--- src/rtl/rgbc_color_classifier_unit_defines.svh ---
`ifndef RGBC_COLOR_CLASSIFIER_UNIT_DEFINES_SVH
`define RGBC_COLOR_CLASSIFIER_UNIT_DEFINES_SVH

// Same-cycle implication, disabled while reset is held.
`define RGBC_ASSERT_IMP(label, clk, rst_n, ante, cons) \
    label: assert property (@(posedge clk) disable iff (!rst_n) (ante) |-> (cons)) \
        else $error("rgbc assertion failed");

// Next-cycle implication, disabled while reset is held.
`define RGBC_ASSERT_NXT(label, clk, rst_n, ante, cons) \
    label: assert property (@(posedge clk) disable iff (!rst_n) (ante) |=> (cons)) \
        else $error("rgbc assertion failed");

`endif

--- src/rtl/rgbc_pkg.sv ---
package rgbc_pkg;

    localparam int FRAC = 16;
    localparam int DIV_STEPS = 18;
    localparam int QUEUE_DEPTH = 4;
    localparam int QPTR_W = $clog2(QUEUE_DEPTH);

    localparam logic [17:0] RATIO_MAX = 18'h3FFFF;
    localparam logic [23:0] INTENSITY_MAX = 24'hFFFFFF;

    localparam logic [23:0] FX_1_1   = 24'(((1 << FRAC) + 1 / 2) / 1);
    localparam logic [23:0] FX_1_5   = 24'(((1 << FRAC) + 5 / 2) / 5);
    localparam logic [23:0] FX_3_20  = 24'(((3 << FRAC) + 20 / 2) / 20);
    localparam logic [23:0] FX_1_20  = 24'(((1 << FRAC) + 20 / 2) / 20);
    localparam logic [23:0] FX_2_5   = 24'(((2 << FRAC) + 5 / 2) / 5);
    localparam logic [23:0] FX_3_4   = 24'(((3 << FRAC) + 4 / 2) / 4);
    localparam logic [23:0] FX_1_4   = 24'(((1 << FRAC) + 4 / 2) / 4);
    localparam logic [23:0] FX_1_10  = 24'(((1 << FRAC) + 10 / 2) / 10);
    localparam logic [23:0] FX_4_5   = 24'(((4 << FRAC) + 5 / 2) / 5);

    localparam logic [2:0] CFG_CLEAR_SCALE = 3'd0;
    localparam logic [2:0] CFG_RED_SCALE   = 3'd1;
    localparam logic [2:0] CFG_GREEN_SCALE = 3'd2;
    localparam logic [2:0] CFG_BLUE_SCALE  = 3'd3;
    localparam logic [2:0] CFG_NEUTRAL_TOL = 3'd4;

    typedef enum logic [2:0] {
        COLOR_WHITE   = 3'd0,
        COLOR_BLACK   = 3'd1,
        COLOR_GRAY    = 3'd2,
        COLOR_RED     = 3'd3,
        COLOR_GREEN   = 3'd4,
        COLOR_BLUE    = 3'd5,
        COLOR_YELLOW  = 3'd6,
        COLOR_UNKNOWN = 3'd7
    } t_color;

    typedef struct packed {
        logic [31:0] clear_scale;
        logic [17:0] red_scale;
        logic [17:0] green_scale;
        logic [17:0] blue_scale;
        logic [15:0] neutral_tolerance;
    } t_cfg;

    typedef struct packed {
        logic [15:0] raw_clear;
        logic [15:0] raw_blue;
        logic [15:0] raw_green;
        logic [15:0] raw_red;
    } t_sample;

    typedef struct packed {
        t_color      color_code;
        logic [17:0] red_ratio;
        logic [17:0] green_ratio;
        logic [17:0] blue_ratio;
        logic [23:0] intensity_ratio;
        logic        zero_clear;
    } t_result;

    typedef struct packed {
        logic [15:0] rem;
        logic [17:0] q;
    } t_div;

    function automatic t_div div_step(input t_div s, input logic [15:0] d);
        logic [16:0] t;
        logic        ge;
        t_div        o;
        t = {s.rem, s.q[17]};
        ge = (t >= {1'b0, d});
        o.rem = ge ? 16'(t - {1'b0, d}) : t[15:0];
        o.q = {s.q[16:0], ge};
        return o;
    endfunction

    function automatic logic near_to(input logic [23:0] a, input logic [23:0] b,
                                     input logic [23:0] tol);
        logic [23:0] d;
        d = (a > b) ? (a - b) : (b - a);
        return d <= tol;
    endfunction

endpackage

--- src/rtl/rgbc_queue.sv ---
`include "rgbc_color_classifier_unit_defines.svh"

module rgbc_queue (
    input  logic              i_clk,
    input  logic              i_rst_n,
    input  logic              i_wr,
    output logic              o_ready,
    input  rgbc_pkg::t_result i_data,
    output logic              o_valid,
    input  logic              i_rd,
    output rgbc_pkg::t_result o_data
);

    rgbc_pkg::t_result             r_mem [0:rgbc_pkg::QUEUE_DEPTH-1];
    logic [rgbc_pkg::QPTR_W-1:0]   r_wp, r_rp;
    logic [rgbc_pkg::QPTR_W:0]     r_cnt;
    logic                          wr, rd;

    assign o_ready = (r_cnt != (rgbc_pkg::QPTR_W+1)'(rgbc_pkg::QUEUE_DEPTH));
    assign o_valid = (r_cnt != '0);
    assign wr = i_wr && o_ready;
    assign rd = i_rd && o_valid;
    assign o_data = r_mem[r_rp];

    always_ff @(posedge i_clk) begin
        if (wr) begin
            r_mem[r_wp] <= i_data;
        end
    end

    always_ff @(posedge i_clk) begin
        if (!i_rst_n) begin
            r_wp <= '0;
            r_rp <= '0;
            r_cnt <= '0;
        end else begin
            if (wr) begin
                r_wp <= r_wp + 1'b1;
            end
            if (rd) begin
                r_rp <= r_rp + 1'b1;
            end
            if (wr && !rd) begin
                r_cnt <= r_cnt + 1'b1;
            end else if (rd && !wr) begin
                r_cnt <= r_cnt - 1'b1;
            end
        end
    end

    `RGBC_ASSERT_IMP(a_cnt_bound, i_clk, i_rst_n, 1'b1, r_cnt <= (rgbc_pkg::QPTR_W+1)'(rgbc_pkg::QUEUE_DEPTH))
    `RGBC_ASSERT_NXT(a_cnt_inc, i_clk, i_rst_n, wr && !rd, r_cnt == $past(r_cnt) + 1'b1)
    `RGBC_ASSERT_NXT(a_cnt_dec, i_clk, i_rst_n, rd && !wr, r_cnt == $past(r_cnt) - 1'b1)

endmodule

--- config.mk ---
export PLATFORM = sky130hd
export DESIGN_NAME = rgbc_queue
export DESIGN_NICKNAME = d
export VERILOG_FILES = /design/src/rtl/rgbc_pkg.sv /design/src/rtl/rgbc_queue.sv
export VERILOG_INCLUDE_DIRS = /design/src /design/src/rtl
export SDC_FILE = /design/constraint.sdc
export NUM_CORES = 1
export LEC_CHECK = 0
export BUFFER_PORTS_ARGS = -buffer_cell sky130_fd_sc_hd__buf_2
export CAP_MARGIN = 20
export CORE_MARGIN = 2
export CORE_UTILIZATION = 35
export CTS_BUF_LIST = sky130_fd_sc_hd__clkbuf_8
export DETAILED_ROUTE_END_ITERATION = 6
export GPL_ROUTABILITY_DRIVEN = 0
export HOLD_SLACK_MARGIN = 0.12
export SYNTH_ARGS = -nofsm -noshare
export SYNTH_HDL_FRONTEND = slang
export SYNTH_SLANG_ARGS = --single-unit
export TNS_END_PERCENT = 100
--- constraint.sdc ---
create_clock -name i_clk -period 3.8 [get_ports i_clk]
set_input_delay 0.76 -clock i_clk [delete_from_list [all_inputs] [get_ports i_clk]]
set_output_delay 0.76 -clock i_clk [all_outputs]
set_load 0.005 [all_outputs]
After elaboration in Yosys (flattened, before gate mapping)
Memories as Yosys holds them, arrays and structs flattened. A register that Yosys moved wholly into a read port is not among the register bits.
Cells that the tools add are included.
- reductions and logical operators: 8
- multiplexer cells: 6
- add/subtract/negate cells: 4
- eq/ne operators: 1
- operators with widths (kind ; number):
    $mux W3 ; 2
    $add A2 B1 Y2 const B ; 2
    $logic_and A1 B1 Y1 ; 4
    $mux W2 ; 2
    $add A3 B1 Y3 const B ; 1
    $ne A3 B3 Y1 const B ; 1
    $reduce_bool A3 Y1 ; 1
    $sub A3 B1 Y3 const B ; 1
    $logic_not A1 Y1 ; 2
    $mux W1 ; 2
    $reduce_bool A2 Y1 ; 1
- memories: 1
- flip-flop bits (word level): 7
- input bits: 86
- word-level logic and storage cells: 23
- RAM bits: 328
- output and inout port bits: 84
- memories (name ; words ; bits a word ; read ports ; clocked after Yosys merged registers in ; write ports ; RTL line ; text):
    r_mem ; 4 ; 82 ; 1 ; 1 ; 1 ; rgbc_queue.sv:14 ; rgbc_pkg::t_result r_mem [0:rgbc_pkg::QUEUE_DEPTH-1];

Depth between registers and ports, before layout
Gate-level depths: netlist (run 1).
- depth after elaboration: 6
- gate-level depth with buffers: 8
- depth with buffers taken out: 8

Worst setup path before layout (run 1)
OpenSTA, ideal clock, no wires.
- path kind: input to register
- from: input port i_wr
- to: memory r_mem[2][0] (netlist name), enable pin
- setup slack: 360 ps
- data required time: 3351 ps
- buffers on the path: 0
- setup time: 449 ps
- stages on the path: 2
- arrival time: 2991 ps
- path through: a21boi_2 -> and2_1
- word-level cells in the longest chain between the ends: 3
- ends and longest elaborated chain (item ; RTL line ; text):
    start: declaration ; rgbc_queue.sv:6 ; input logic i_wr,
    $logic_and A1 B1 Y1 ; rgbc_queue.sv:21 ; assign wr = i_wr && o_ready;
    $mux W1 ; rgbc_queue.sv:26 ; if (wr) begin
    $mux W1 (not written as such) ; rgbc_queue.sv:27 ; r_mem[r_wp] <= i_data;
    end: declaration ; rgbc_queue.sv:14 ;
Every way passes these cells.

==> reports/results.ini, run 1 <==
[critical_path]
start_kind=register
arrival_ns=2.44
cp_max_fo=24
crit_required_ns=3.04
end_kind=output port
criticalPathCategory=register to output port

[clock_network]
path_clk_slew_ns=0.06
hold_buffers=0
cts_setup_buffers=0
cts_made_buffers=53
cts_root_buf=clkbuf_8
cts_buffer_depth=3
cts_resized=0
htree_num_levels=2
cts_tree=yes
numClockSinks=337
insertion_delay_ns=0.60

[layout]
seq_area_um2=10040
drive_above_1_share_pct=45.05
final_nets=780
final_area_um2=14710
multi_input_area_um2=2145
fin_util_pct=42.38
area_delta_synth_final_pct=18.69
fillers=3017

[pwr]
p_total_uw=9479
leakage_uw=0.004932
max-vdd-ir-drop_uv=323.2
power.density_nw_per_um2=644.4

[timing]
drv_slew=0
fin_crit_ns=3.202
setup-violations-final=0
hold_viol=0
clock.fmax_mhz=312.3
finalCritPeriodShare_pct=84.27
worstMarginPinSlew_ns=0.6740
slew_headroom_pct=55.07
setup-tns-final_ns=0
grt_setup_unrepaired=no
skew_ns=0.01476

[place]
place.port_buffers=169
placed_cell_area_um2=13740
hpwl_um=13880

[yosys]
ys_top_cells_by_count=edfxtp_1 (328), mux4_2 (81), dfxtp_1 (9)
yosys_warnings=0
synthCells=476
synth.distinct_cells=24
yosys.area.top_type=edfxtp_1
syn-num-nets=568
synth.area.top_cells=edfxtp_1 (79%), mux4_2 (15%), dfxtp_1 (1.5%)
synth_edf_count=328
syn_area_per_cell_um2=26.04
async_flop_share_pct=0
yosysMostFrequentCell=edfxtp_1
synth_flop_cell=edfxtp_1
seq_area_frac_synth_pct=80.92
syn_area_um2=12390
ys_ff_latch=337
synth_top_area_share_pct=79.47

[drt]
ant_nets=0
dr.pass1.iters=4
via_per_inst=4.697
drt-total-wl_um=23340
num_vias=5566
first_iter_violations=227
drc_errors=0
wl_per_cell_um=19.69

[die]
dieArea_um2=36930
start_util_pct=35.71
fp.dieH_um=192.2
die_w_um=192.2
core_area_um2=34710
ioPinCount=170
row_count=68

[job]
drv_cap=0

[grt]
grt_pass1_vias=6176
antenna_found_initial=3
grt_max_degree=45
grt_pass1_wl_um=34980
grt_remaining_overflow=0
grt_use_total_pct=12.83

[min_path]
hp-class=input pin to register

[run_status]
status=finished clean

-- layout make-up --
cell class	instances	share of cell area [%]
flip-flops and latches	337	68.23
multi-input cells	117	14.58
repair buffers	176	6.617
clock buffers	55	5.146
well taps	455	3.870
clock inverters	40	1.446
inverters	3	0.07655
diodes	2	0.03402
-- placed cells by master, fill, tap and decap left out --
cell type and instances:
a21boi_0 1, a21boi_2 1, and2_1 4, and2_4 4
buf_12 6, buf_2 169, buf_4 1, bufinv_16 2
clkbuf_8 55, clkinv_1 15, clkinv_2 5, clkinvlp_4 1
dfxtp_1 7, dfxtp_4 2, diode_2 2, edfxtp_1 328
fa_1 1, ha_1 5, inv_1 20, mux2i_1 3
mux4_1 1, mux4_2 81, nand2_1 5, nor2_1 1
nor2b_1 1, o21ai_0 1, o311ai_1 1, o31ai_2 1
or3_1 2, xnor2_1 3, xor2_1 1
-- final timing paths --
path	from	to	slack [ns]	cells after the start
worst max-delay path	register	o_data[51]	0.60	3
worst min-delay path	i_data[35]	r_mem[3][35]	0.38	1
worst max register to register	r_cnt[0]	r_cnt[2]	1.39	8
worst min register to register	r_wp[0]	r_wp[0]	0.52	2
-- kinds of logic after synthesis --
logic type	after synthesis	synth area share [%]
mux	85	15.17
simple gates	17	0.7369
xor+xnor	4	0.2827
fa+ha+maj	6	0.6663
buf+inv	22	1.857
flops	337	80.92
compound gates	5	0.3634
-- critical path: stages (launching register included) --
cell and delay, ns:
dfxtp_4 0.66, buf_4 0.44, mux4_2 0.57, buf_2 0.15
-- where the power goes --
group	leakage, uW	internal [uW]	total, uW	switching [uW]
clock	0.000557	1470	2780	1310
sequential	0.00308	4520	4720	199
combinational	0.00129	1070	1990	917
-- state kept, by name, summed over array words and instances, names as in the netlist, named ones only --
signal,count
r_rp,2
r_cnt,3
r_mem,328
r_wp,2
-- stage by stage --
step	worst slack, ns	hold WS (ns)	cells
after global routing	0.3553	0.3099	1184
after detailed placement	1.143	0.5089	1088
after floorplan	0.3600	0.4677	476
final	0.5978	0.3810	1185
after global placement	1.154	0.4774	1088
after CTS	0.4560	0.3087	1183
-- routing by layer --
layer | GRT usage [%] | part of all wire, % | up-vias
met4 | 4.668 | 2.0 | 2
met3 | 4.915 | 7.0 | 39
met5 | 0 | 0.056 | -
li1 | - | - | 2478
met1 | 15.18 | 40 | 2888
met2 | 21.32 | 51 | 159
Power figures use the tool's default switching activity.
==> run 2: changes to the inputs <==
==> constraint.sdc (replaced) <==
create_clock -name i_clk -period 3 [get_ports i_clk]
set_input_delay 0.6 -clock i_clk [delete_from_list [all_inputs] [get_ports i_clk]]
set_output_delay 0.6 -clock i_clk [all_outputs]
set_load 0.005 [all_outputs]
==> run 2 against run 1 <==
Net effect:
- critical path depth unchanged
- worst setup slack worse by 0.24 ns
- global-route usage hardly changed
- clock skew grew 0.012 ns
- combinational power rose by 34%
- sequential share of layout area grew 0.052 points
- via count up 0.90%
- power rose by 25%
- non-clock buffer count up 5
- critical path type unchanged
- largest cell class unchanged
- highest routed layer unchanged
==> reports/results.ini, run 2 (same netlist as run 1, synthesis figures left out) <==
[layout]
largest-register=r_mem  ; unchanged
reg.largest.list=r_mem (328), r_cnt (3)  ; unchanged
area_delta_synth_final_pct=18.59  ; was 18.69%
final_cell_mix=edfxtp_1 (328), buf_2 (169), mux4_2 (81), clkbuf_8 (54), inv_1 (30)  ; was edfxtp_1 (328), buf_2 (169), mux4_2 (81), clkbuf_8 (55), inv_1 (20)
largest_register_ffs=328  ; unchanged
final_nets=784  ; was 780
drive_above_1_share_pct=45.25  ; was 45.05%
layout_commonest_cell=edfxtp_1  ; unchanged

[timing]
hold_viol=0  ; unchanged
drv_slew=0  ; unchanged
clock.fmax_mhz=378.4
grt_setup_unrepaired=no  ; unchanged
slew_headroom_pct=70.74  ; was 55.07%
setup_slack_ns=0.3575  ; was 0.5978 ns
finalCritPeriodShare_pct=88.08
setup-violations-final=0  ; unchanged
setup-tns-final_ns=0  ; unchanged
skew_ns=0.02646  ; was 0.01476 ns
fin_crit_ns=2.643
worstMarginPinSlew_ns=0.4388  ; was 0.6740 ns

[die]
dieArea_um2=36930  ; unchanged
ioPinCount=170  ; unchanged
start_util_pct=35.71  ; unchanged
row_count=68  ; unchanged
die_w_um=192.2  ; unchanged
fp.dieH_um=192.2  ; unchanged
core_area_um2=34710  ; unchanged

[clock_network]
cts_resized=0  ; unchanged
cts_made_buffers=52  ; was 53
htree_num_levels=2  ; unchanged
path_clk_slew_ns=0.06  ; about the same
cts_tree=yes  ; unchanged
cts_setup_buffers=0  ; unchanged
cts_buffer_depth=3  ; unchanged
insertion_delay_ns=0.57  ; was 0.60 ns
cts_root_buf=clkbuf_8  ; unchanged
numClockSinks=337  ; unchanged
hold_buffers=0  ; unchanged

[critical_path]
start_kind=register  ; unchanged
crit_required_ns=2.40  ; was 3.04 ns
criticalPathCategory=register to output port  ; unchanged
cp_max_fo=45  ; was 24
arrival_ns=2.04  ; was 2.44 ns
end_kind=output port  ; unchanged

[pwr]
leakage_uw=0.004967  ; was 0.004932 uW
max-vdd-ir-drop_uv=417.3  ; was 323.2 uV
power.density_nw_per_um2=806.4  ; was 644.4 nW/um2

[grt]
grt_remaining_overflow=0  ; unchanged
antenna_found_initial=3  ; unchanged
grt_pass1_vias=6250  ; was 6,176
grt_pass1_wl_um=35450  ; was 34,980 um
grt_max_degree=50  ; was 45
grt_use_total_pct=12.87  ; was 12.83%

[drt]
num_vias=5616  ; was 5,566
first_iter_violations=323  ; was 227
dr.pass1.iters=4  ; unchanged
via_per_inst=4.743  ; was 4.697
ant_nets=0  ; unchanged
wl_per_cell_um=19.67  ; was 19.69 um
drt-total-wl_um=23290  ; was 23,340 um
drc_errors=0  ; unchanged

[place]
place.port_buffers=169  ; unchanged
pre_cts_ws_ns=0.5879  ; was 1.143 ns
hpwl_um=14110  ; was 13,880 um

[run_status]
status=finished clean  ; unchanged

[min_path]
hp-class=input pin to register  ; unchanged

[job]
drv_cap=0  ; unchanged

-- run 2: changes by cell type in the layout (fill, tap and decap cells not counted) --
cell and change:
clkinv_1 -12, inv_1 +10, buf_4 +4, clkinv_2 -2, buf_12 +1, bufinv_16 -1, clkbuf_8 -1
-- run 2: path summary, 6_finish.rpt --
kind / start / endpoint / slack [ns] / depth (start not counted)
worst max-delay path: register / o_data[76] / 0.36 / 3
worst min register to register: r_wp[0] / r_wp[0] / 0.52 / 2
worst min-delay path: i_data[37] / r_mem[0][37] / 0.25 / 1
worst max register to register: r_cnt[0] / r_cnt[2] / 0.68 / 8
-- run 2: cell type report --
cell class,count,area [um2]
tap,455,569.3
timing repair buffer,181,1023
sequential,337,10040
multi-input combinational,117,2145
inverter,3,11.26
antenna,2,5.005
clock inverter,35,165.2
clock buffer,54,743.2
fill,3024,20010
-- run 2: critical path, stage by stage, from the launching register on --
cell	delay, ns
dfxtp_4	0.37
buf_12	0.30
mux4_2	0.58
buf_2	0.15
-- run 2: metrics by stage --
step | area, um2 | power (uW) | util (%) | hold WS, ns | instances
2_1_floorplan | 12400 | 7758 | - | 0.4677 | 476
3_3_place_gp | 13790 | 8639 | 39.71 | 0.4794 | 1093
3_5_place_dp | 13790 | 8727 | 39.71 | 0.5113 | 1093
4_1_cts | 14690 | 12110 | 42.33 | 0.1820 | 1182
5_1_grt | 14690 | 12490 | 42.33 | 0.1988 | 1182
6_report | 14700 | 11850 | 42.34 | 0.2477 | 1184
-- run 2: metal layers --
| layer | global-route usage [%] | up-vias | share of wire (%) |
|---|---|---|---|
| li1 | - | 2483 | - |
| met4 | 4.551 | 2 | 2.4 |
| met2 | 21.60 | 168 | 51 |
| met5 | 0 | - | 0.047 |
| met1 | 15.63 | 2911 | 39 |
| met3 | 4.166 | 52 | 7.3 |
-- run 2: power by group --
part | switching (uW) | internal (uW) | total, uW | leakage, uW
combinational | 1280 | 1390 | 2660 | 0.00132
clock | 1590 | 1730 | 3330 | 0.000563
sequential | 145 | 5720 | 5860 | 0.00308
total | 3020 | 8840 | 11900 | 0.00497
==> run 3: changes to the inputs <==
--- a/config.mk
+++ b/config.mk
@@ -6,9 +6,10 @@
 export SDC_FILE = /design/constraint.sdc
 export NUM_CORES = 1
 export LEC_CHECK = 0
+export ABC_AREA = 1
 export BUFFER_PORTS_ARGS = -buffer_cell sky130_fd_sc_hd__buf_2
 export CAP_MARGIN = 20
-export CORE_MARGIN = 2
+export CORE_MARGIN = 10
 export CORE_UTILIZATION = 35
 export CTS_BUF_LIST = sky130_fd_sc_hd__clkbuf_8
 export DETAILED_ROUTE_END_ITERATION = 6
==> run 3 against run 2 <==
Net effect:
- sequential share of layout area down 1.6 points
- power up 3.1%
- register-to-register slack better by 0.18 ns
- combinational power up 7%
- critical path depth up 1
- critical endpoint is now o_data[71]
- cell area up 2.4%
- count of clock-buffer cells in the layout up 3
- clock power up 4%
- cell count up 32%
- sequential power about the same
==> reports/results.ini, run 3 <==
[run_status]
status=finished clean  ; unchanged

[die]
row_count=69  ; was 68
start_util_pct=35.63  ; was 35.71%
fp.dieH_um=210.8  ; was 192.2 um
core_area_um2=35740  ; was 34,710 um2
die_w_um=210.8  ; was 192.2 um
dieArea_um2=44420  ; was 36,930 um2
ioPinCount=170  ; unchanged

[critical_path]
end_kind=output port  ; unchanged
rr_worst_depth=9  ; was 8
reg2reg_from=r_cnt[0]  ; unchanged
start_kind=register  ; unchanged
endpoint=o_data[71]  ; was o_data[76]
reg2reg_to=r_cnt[1]  ; was r_cnt[2]
criticalPathCategory=register to output port  ; unchanged
path_cells=buf_12, o21ai_0, o22ai_1, buf_2  ; was buf_12, mux4_2, buf_2
slowest_delay_ns=0.61  ; was 0.58 ns
cp_max_fo=90  ; was 45
r2r_setup_slack_ns=0.86  ; was 0.68 ns
crit_required_ns=2.40  ; about the same
arrival_ns=2.24  ; was 2.04 ns
crit_slowest_cell=dfxtp_4  ; was mux4_2

[layout]
final_cells=1558  ; was 1,184
area_delta_synth_final_pct=18.22  ; was 18.59%
reg.largest.list=r_mem (328), r_cnt (3)  ; unchanged
drive_above_1_share_pct=26.05  ; was 45.25%
layout_commonest_cell=edfxtp_1  ; unchanged
final_nets=1146  ; was 784
largest_register_ffs=328  ; unchanged
final_cell_mix=edfxtp_1 (328), nor2_1 (172), buf_2 (169), o21ai_0 (85), o22ai_1 (80)  ; was edfxtp_1 (328), buf_2 (169), mux4_2 (81), clkbuf_8 (54), inv_1 (30)
largest-register=r_mem  ; unchanged
fin_util_pct=42.13  ; was 42.34%

[yosys]
syn_area_per_cell_um2=14.79  ; was 26.04 um2
synth.area.top_cells=edfxtp_1 (77%), nor2_1 (5.2%), o22ai_1 (3.9%)  ; was edfxtp_1 (79%), mux4_2 (15%), dfxtp_1 (1.5%)
syn-num-nets=953  ; was 568
yosys.area.top_type=edfxtp_1  ; unchanged
synthCells=861  ; was 476
async_flop_share_pct=0  ; unchanged
seq_area_frac_synth_pct=78.75  ; was 80.92%
ys_top_cells_by_count=edfxtp_1 (328), nor2_1 (176), o21ai_0 (85), o22ai_1 (80), o21ai_1 (62)  ; was edfxtp_1 (328), mux4_2 (81), dfxtp_1 (9)
ys_ff_latch=337  ; unchanged
yosysMostFrequentCell=edfxtp_1  ; unchanged
syn_area_um2=12740  ; was 12,390 um2
synth_top_area_share_pct=77.34  ; was 79.47%
synth_edf_count=328  ; unchanged
synth.distinct_cells=24  ; unchanged
synth_flop_cell=edfxtp_1  ; unchanged
yosys_warnings=0  ; unchanged

[clock_network]
cts_root_buf=clkbuf_8  ; unchanged
path_clk_slew_ns=0.07  ; was 0.06 ns
cts_buffer_depth=3  ; unchanged
hold_buffers=0  ; unchanged
insertion_delay_ns=0.60  ; was 0.57 ns
htree_num_levels=2  ; unchanged
numClockSinks=337  ; unchanged
cts_tree=yes  ; unchanged
cts_made_buffers=55  ; was 52

[grt]
grt_pass1_wl_um=44860  ; was 35,450 um
antenna_found_initial=4  ; was 3
grt_pass1_vias=7910  ; was 6,250
grt_max_degree=91  ; was 50
grt_use_total_pct=12.80  ; was 12.87%
grt_remaining_overflow=0  ; unchanged

[drt]
dr.pass1.iters=5  ; was 4
drt-total-wl_um=28550  ; was 23,290 um
num_vias=7595  ; was 5,616
drc_errors=0  ; unchanged
via_per_inst=4.875  ; was 4.743
ant_nets=0  ; unchanged
first_iter_violations=472  ; was 323
wl_per_cell_um=18.32  ; was 19.67 um

[timing]
clock.fmax_mhz=351.6  ; was 378.4 MHz
hold_viol=0  ; unchanged
setup-violations-final=0  ; unchanged
holdWs_ns=0.2094  ; was 0.2477 ns
finalCritPeriodShare_pct=94.80  ; was 88.08%
skew_ns=0.01446  ; was 0.02646 ns
slew_headroom_pct=55.58  ; was 70.74%
drv_slew=0  ; unchanged
grt_setup_unrepaired=no  ; unchanged
fin_crit_ns=2.844  ; was 2.643 ns
worstMarginPinSlew_ns=0.6664  ; was 0.4388 ns

[pwr]
power.density_nw_per_um2=811.4  ; was 806.4 nW/um2
max-vdd-ir-drop_uv=423.9  ; was 417.3 uV
leakage_uw=0.005303  ; was 0.004967 uW
p_total_uw=12220  ; was 11,850 uW

[min_path]
hp-class=input pin to register  ; unchanged

[place]
hpwl_um=16720  ; was 14,110 um
place.port_buffers=169  ; unchanged
dpl.cell_count=1458  ; was 1,093

[job]
drv_cap=0  ; unchanged

run 3: timing repair:
item | 4_1_cts | 5_1_grt
resized for setup | 0 | 1
setup endpoints to repair | 0 | 1
setup buffers | 0 | 0
run 3: cell families (layout without fill, tap and decap cells):
logic type	after synthesis	in the layout	share of synthesized area [%]
compound gates	250	250	11.26
xor+xnor	1	1	0.06878
fa+ha+maj	6	6	0.6484
buf+inv	69	302	3.330
flops	337	337	78.75
other cells	0	3	0
simple gates	198	198	5.944
run 3: worst min-delay path by stage:
| stage | endpoint | startpoint | cells after the start | slack, ns |
|---|---|---|---|---|
| 3_5_place_dp | r_rp[0] | r_rp[0] | 2 | 0.49 |
| 2_1_floorplan | register | r_rp[1] | 2 | 0.46 |
| 6_report | r_mem[3][1] | i_data[1] | 1 | 0.21 |
| 3_3_place_gp | r_rp[0] | r_rp[0] | 2 | 0.49 |
| 4_1_cts | r_mem[3][1] | i_data[1] | 1 | 0.14 |
| 5_1_grt | r_mem[3][1] | i_data[1] | 1 | 0.16 |
run 3: cell type report:
type | count | area (um2)
sequential | 337 | 10030
clock buffer | 57 | 784.5
timing repair buffer | 189 | 1109
clock inverter | 40 | 163.9
fill | 3289 | 20680
antenna | 3 | 7.507
inverter | 16 | 68.82
multi-input combinational | 455 | 2312
tap | 461 | 576.8
run 3: where the power goes:
group,switching (uW),internal [uW]
Sequential,171,5720
Combinational,1810,1040
Clock,1720,1750
Total,3710,8510
run 3: per-layer routing:
layer  wire length (um)  vias up  global-route usage, %
li1                   -     3632                      -
met1              12560     3709                  16.18
met2              13530      206                  20.60
met3               1951       42                  3.665
met4                480        6                  4.645
met5                 24        -                      0
run 3: stage by stage:
step,TNS [ns],setup slack [ns],instance area (um2)
floorplan,-104.97,-0.3200,12750
global route,0,0.02485,15050
detailed placement,0,0.7429,14100
CTS,0,0.07885,15050
global placement,0,0.8032,14100
finish,0,0.1559,15060
run 3: critical path, delay by kind of cell (launching register included):
kind	cells	cell delay [ns]
compound gates	2	0.43
flops	1	0.61
buf+inv	2	0.49
